**config.mk**
```make
export PLATFORM = sky130hd
export DESIGN_NAME = tccw_ctrl
export DESIGN_NICKNAME = d
export VERILOG_FILES = /design/src/design/tccw_pkg.sv /design/src/design/tccw_ctrl.sv
export SDC_FILE = /design/constraint.sdc
export NUM_CORES = 1
export LEC_CHECK = 0
export BUFFER_PORTS_ARGS = -buffer_cell sky130_fd_sc_hd__buf_2
export CAP_MARGIN = 20
export CORE_MARGIN = 2
export CORE_UTILIZATION = 25
export CTS_CLUSTER_SIZE = 30
export DETAILED_ROUTE_END_ITERATION = 6
export SYNTH_ARGS = -nofsm -noshare
export SYNTH_HDL_FRONTEND = slang
export SYNTH_SLANG_ARGS = --single-unit
```
**constraint.sdc**
```tcl
create_clock -name clk_i -period 1.85 [get_ports clk_i]
set_input_delay 0.37 -clock clk_i [delete_from_list [all_inputs] [get_ports clk_i]]
set_output_delay 0.37 -clock clk_i [all_outputs]
set_load 0.02 [all_outputs]
```
**src/design/tccw_pkg.sv**
```systemverilog
// ----------------------------------------------------------------------------
// Text console character writer package
// Geometry constants, control character codes, and the command and status
// structures shared between the controller and the datapath.
// ----------------------------------------------------------------------------
package tccw_pkg;

  localparam int unsigned ROWS = 32;
  localparam int unsigned COLS = 128;

  localparam int unsigned ROW_W   = 5;
  localparam int unsigned COL_W   = 8;
  localparam int unsigned RROW_W  = 5;
  localparam int unsigned RCOL_W  = 7;
  localparam int unsigned CHAR_W  = 8;
  localparam int unsigned COLOR_W = 32;

  localparam int unsigned ROW_AW  = (ROWS > 1) ? $clog2(ROWS) : 1;
  localparam int unsigned COL_AW  = (COLS > 1) ? $clog2(COLS) : 1;
  localparam int unsigned CUR_CW  = COL_AW + 1;
  localparam int unsigned ADDR_W  = ROW_AW + COL_AW;
  localparam int unsigned MEM_DEPTH = ROWS * (2 ** COL_AW);

  localparam logic [ROW_AW-1:0]  ROW_LAST = ROW_AW'(ROWS - 1);
  localparam logic [COL_AW-1:0]  COL_LAST = COL_AW'(COLS - 1);
  localparam logic [CUR_CW-1:0]  COL_FULL = CUR_CW'(COLS);

  localparam logic [CHAR_W-1:0] CH_NEWLINE   = 8'd10;
  localparam logic [CHAR_W-1:0] CH_RETURN    = 8'd13;
  localparam logic [CHAR_W-1:0] CH_BACKSPACE = 8'd8;
  localparam logic [CHAR_W-1:0] CH_SPACE     = 8'd32;

  localparam logic [COLOR_W-1:0] BLANK_RESET = 32'h0000_0000;

  typedef enum logic [2:0] {
    KIND_READ,
    KIND_NEWLINE,
    KIND_RETURN,
    KIND_BACKSPACE,
    KIND_PRINT
  } kind_e;

  typedef enum logic [2:0] {
    ST_INIT,
    ST_IDLE,
    ST_EXEC,
    ST_SWEEP,
    ST_RDATA,
    ST_RESULT
  } state_e;

  typedef struct packed {
    logic capture;
    logic rd_issue;
    logic step_line;
    logic cr;
    logic bs;
    logic put;
    logic sweep_step;
    logic init;
    logic load_out;
  } cmd_t;

  typedef struct packed {
    kind_e kind;
    logic  col_full;
    logic  col_zero;
    logic  row_last;
    logic  sweep_col_last;
    logic  sweep_row_last;
    logic  out_free;
  } sts_t;

endpackage

```
**src/design/tccw_ctrl.sv**
```systemverilog
// ----------------------------------------------------------------------------
// Text console character writer controller
// Sequences the reset clearing pass, request execution, row clearing on a
// scroll, cell reads and the hand-over of each result.
// ----------------------------------------------------------------------------
module tccw_ctrl (
  input  logic             clk_i,
  input  logic             rst_ni,
  input  logic             in_valid_i,
  output logic             in_stall_o,
  input  tccw_pkg::sts_t   sts_i,
  output tccw_pkg::cmd_t   ctl_o
);

  tccw_pkg::state_e state_q, state_d;
  tccw_pkg::state_e fin_state;

  assign fin_state = sts_i.out_free ? tccw_pkg::ST_IDLE : tccw_pkg::ST_RESULT;

  always_comb begin
    state_d = state_q;
    case (state_q)
      tccw_pkg::ST_INIT: begin
        if (sts_i.sweep_col_last && sts_i.sweep_row_last) begin
          state_d = tccw_pkg::ST_IDLE;
        end
      end
      tccw_pkg::ST_IDLE: begin
        if (in_valid_i) begin
          state_d = tccw_pkg::ST_EXEC;
        end
      end
      tccw_pkg::ST_EXEC: begin
        case (sts_i.kind)
          tccw_pkg::KIND_READ: begin
            state_d = tccw_pkg::ST_RDATA;
          end
          tccw_pkg::KIND_NEWLINE: begin
            state_d = sts_i.row_last ? tccw_pkg::ST_SWEEP : fin_state;
          end
          tccw_pkg::KIND_PRINT: begin
            if (sts_i.col_full) begin
              state_d = sts_i.row_last ? tccw_pkg::ST_SWEEP : tccw_pkg::ST_EXEC;
            end else begin
              state_d = fin_state;
            end
          end
          default: begin
            state_d = fin_state;
          end
        endcase
      end
      tccw_pkg::ST_SWEEP: begin
        if (sts_i.sweep_col_last) begin
          state_d = (sts_i.kind == tccw_pkg::KIND_PRINT) ? tccw_pkg::ST_EXEC : fin_state;
        end
      end
      tccw_pkg::ST_RDATA, tccw_pkg::ST_RESULT: begin
        if (sts_i.out_free) begin
          state_d = tccw_pkg::ST_IDLE;
        end
      end
      default: begin
        state_d = tccw_pkg::ST_IDLE;
      end
    endcase
  end

  always_comb begin
    ctl_o      = '0;
    in_stall_o = 1'b1;
    case (state_q)
      tccw_pkg::ST_INIT: begin
        ctl_o.sweep_step = 1'b1;
        ctl_o.init       = 1'b1;
      end
      tccw_pkg::ST_IDLE: begin
        in_stall_o    = 1'b0;
        ctl_o.capture = in_valid_i;
      end
      tccw_pkg::ST_EXEC: begin
        case (sts_i.kind)
          tccw_pkg::KIND_READ: begin
            ctl_o.rd_issue = 1'b1;
          end
          tccw_pkg::KIND_NEWLINE: begin
            ctl_o.step_line = 1'b1;
            ctl_o.load_out  = !sts_i.row_last && sts_i.out_free;
          end
          tccw_pkg::KIND_RETURN: begin
            ctl_o.cr       = 1'b1;
            ctl_o.load_out = sts_i.out_free;
          end
          tccw_pkg::KIND_BACKSPACE: begin
            ctl_o.bs       = !sts_i.col_zero;
            ctl_o.load_out = sts_i.out_free;
          end
          tccw_pkg::KIND_PRINT: begin
            if (sts_i.col_full) begin
              ctl_o.step_line = 1'b1;
            end else begin
              ctl_o.put      = 1'b1;
              ctl_o.load_out = sts_i.out_free;
            end
          end
          default: begin
            ctl_o.load_out = sts_i.out_free;
          end
        endcase
      end
      tccw_pkg::ST_SWEEP: begin
        ctl_o.sweep_step = 1'b1;
        ctl_o.load_out   = sts_i.sweep_col_last && (sts_i.kind != tccw_pkg::KIND_PRINT) &&
                           sts_i.out_free;
      end
      tccw_pkg::ST_RDATA, tccw_pkg::ST_RESULT: begin
        ctl_o.load_out = sts_i.out_free;
      end
      default: begin
        ctl_o = '0;
      end
    endcase
  end

  always_ff @(posedge clk_i or negedge rst_ni) begin
    if (!rst_ni) begin
      state_q <= tccw_pkg::ST_INIT;
    end else begin
      state_q <= state_d;
    end
  end

  a_load_when_free: assert property (@(posedge clk_i) disable iff (!rst_ni)
    ctl_o.load_out |-> sts_i.out_free)
    else $error("Result loaded over one not yet taken.");

  a_put_not_full: assert property (@(posedge clk_i) disable iff (!rst_ni)
    ctl_o.put |-> !sts_i.col_full)
    else $error("Character stored on a full row.");

  a_scroll_sweep_kind: assert property (@(posedge clk_i) disable iff (!rst_ni)
    (ctl_o.sweep_step && !ctl_o.init) |->
      (sts_i.kind == tccw_pkg::KIND_NEWLINE) || (sts_i.kind == tccw_pkg::KIND_PRINT))
    else $error("Row clearing started by a request that cannot scroll.");

endmodule
```
==> results_dict.tcl <==
set metrics [dict create \
    use_met2_pct 24.24 \
    htreeDepth 1 \
    critPathKind "flop to output pin" \
    layout-drive-gt1-share_pct 54.55 \
    final_nets 90 \
    cts.reportedPaths.clkPinSlew_ns 0.04 \
    num_vias 472 \
    clock_sinks 3 \
    synth_flop_cell "dfrtp_1" \
    power_frac_seq_pct 15.6 \
    gr-usage-all-layers_pct 14.99 \
    clock_latency_ns 0.24 \
    synth_fp_nets 62 \
    synth-async-reset-ratio_pct 100.0 \
    antenna_found_initial 0 \
    power_density_nw_per_um2 1279 \
    violations "negative setup slack" \
    start_util_pct 27.62 \
    num_rows 13 \
    finalHoldViolations 0 \
    use_met3_pct 4.310 \
    syn_inst 50 \
    first_iter_violations 10 \
    instances_no_fill 92 \
    dr.pass1.iters 4 \
    start_kind "flop" \
    fmax_mhz 521.7 \
    syn_to_final_growth_pct 63.42 \
    dpl_cell_area_um2 518.0 \
    relSlewSlack_pct 72.11 \
    synthTopCellsByCount "4 x a21oi_1, 4 x inv_1" \
    cts_tree "done" \
    fp.dieH_um 42.62 \
    maxCapViolations 0 \
    die_w_um 42.62 \
    intPower_w 0.0004123 \
    drv_slew 0 \
    core-area_um2 1350 \
    yosysTopAreaCellShare_pct 20.13 \
    overflow 0 \
    grt_first_pass_wirelength_mm 2.042 \
    viasPerCell 5.130 \
    cp_cell_sequence "or3b_4, or3_4, inv_2, buf_6" \
    period_needed_ns 1.917 \
    dp_worst_setup_slack_ns 0.08740 \
    antenna_left 0 \
    max_flop_register "state_q" \
    synth-edff-count 0 \
    grtUsageMet1_pct 17.48 \
    gp_congestion 0.7788 \
    postSynthAreaPerCell_um2 7.457 \
    port_buffers 21 \
    insertedDiodeCount 0 \
    synth.distinct_cells 29 \
    grt_pass1_vias 459 \
    cp_max_fo 3 \
    critPathRequiredTime_ns 1.48 \
    clkPwrFrac_pct 15.5 \
    root_buffer "clkbuf_4" \
    design.die.area_um2 1816 \
    critPathBufInv 2 \
    grt_setup_unrepaired "true" \
    synth.area.top_cells "dfrtp_1 20%, nor3b_1 6.0%, a21oi_1 5.4%" \
    largest_reg_flops 3 \
    peakVddDrop_mv 0.7594 \
    ys_seq_area_share_pct 20.13 \
    period_share_pct 103.6 \
    grt.busiest_layer "met2" \
    p_sw_share_pct 47.09 \
    skew_ns 0.0001278 \
    cts_buffers 3 \
    dp.cells 87 \
    synth_largest_area_cell "dfrtp_1" \
    end_kind "output pin" \
    comb_power_share_pct 68.9 \
    totalWireLength_mm 1.251 \
    fin_area_um2 609.3 \
    pin_count 22 \
    drc 0 \
    critPathTopFamily "simple AND/OR/NAND/NOR gates" \
    detail_route.wl_per_cell_um 13.60 \
    grt_max_degree 11 \
    setup_ws_ns -0.06692 \
    finalSetupTns_ns -0.08389 \
    slowest_stage "or3b_4" \
    worst_slew_pin_slew_ns 0.4078 \
    cp.arrival_ns 1.55 \
    leakage_nw 0.2896 \
    synth_seq_cells 3 \
    cts_buffer_depth 2 \
    yosysWarnings 0 \
    net-switching-power_w 0.0003670 \
    synth.cell_area_um2 372.9 \
    holdWs_ns 0.4026 \
    hpwlAfterDp_um 861.3 \
    critical_path.max_stage_delay_ns 0.41 \
    top_regs "state_q x3" \
    status "complete, but fails checks" \
    finalSetupViolCount 2 \
    hp-class "input port to flop" \
]
[final timing paths]
check                           start         end  slack [ns]  cells after the start
setup / recovery           state_q[0]    ctl_o[7]       -0.07                      4
hold / removal               sts_i[0]  state_q[2]        0.40                      2
setup reg to reg           state_q[0]  state_q[2]        0.49                      3
hold reg to reg            state_q[2]  state_q[1]        0.63                      2
max in group asynchronous      rst_ni  state_q[2]        1.28                      2
min in group asynchronous      rst_ni  state_q[0]        0.47                      2
[layout by cell type (no fill, tap or decap), types with 2 or more instances in the layout]
cell type | netlist | final
a21oi_1 | 4 | 2
a21oi_2 | 0 | 2
and3b_1 | 2 | 2
buf_2 | 2 | 17
buf_4 | 0 | 6
buf_6 | 0 | 2
clkbuf_4 | 0 | 3
dfrtp_1 | 3 | 3
inv_1 | 4 | 3
nor2_1 | 3 | 3
nor2b_1 | 3 | 3
nor3_2 | 0 | 2
nor3b_2 | 0 | 2
o211ai_1 | 2 | 2
o21ai_0 | 2 | 2
or3b_4 | 0 | 2
[power by group through the flow]
stage / combinational, W / sequential, W / clock (W)
after floorplan: 0.000331 / 0.000107 / 0
after global placement: 0.000482 / 0.000118 / 0
after detailed placement: 0.000483 / 0.000119 / 0
after CTS: 0.000513 / 0.000117 / 0.000120
after global routing: 0.000580 / 0.000126 / 0.000127
final: 0.000537 / 0.000122 / 0.000121
[metrics by stage]
step	utilization, %	power (W)
finish	45.13	0.0007793
global route	45.13	0.0008330
CTS	43.47	0.0007497
detailed placement	38.37	0.0006023
global placement	38.37	0.0005999
floorplan	-	0.0004379
[area by class of cell]
class | count | area [um^2]
flip-flops and latches | 3 | 75.07
fillers | 134 | 740.7
clock buffers | 4 | 26.28
inverters | 4 | 15.01
repair buffers | 26 | 162.7
multi-input cells | 40 | 311.5
well taps | 15 | 18.77
[repair_timing]
| item | in CTS | in global routing |
|---|---|---|
| endpoints found under the setup margin | 6 | 6 |
| pin swaps | 3 | 2 |
| gates resized for setup | 10 | 6 |
| gates cloned | 0 | 0 |
| setup buffers | 1 | 0 |
| hold buffers | 1 | 0 |
| endpoints found under the hold margin | 3 | 0 |
[per-layer routing]
metal / wire length [um] / up-vias
li1: - / 239
met1: 522 / 219
met2: 670 / 12
met3: 44 / 2
met4: 14 / 0
met5: 0 / -
[cells by family after synthesis]
| group | share of synthesized area, % |
|---|---|
| simple gates | 44.97 |
| compound gates | 24.84 |
| buf+inv | 7.716 |
| xor+xnor | 2.349 |
| flops | 20.13 |
(Power assumes the default switching activity.)
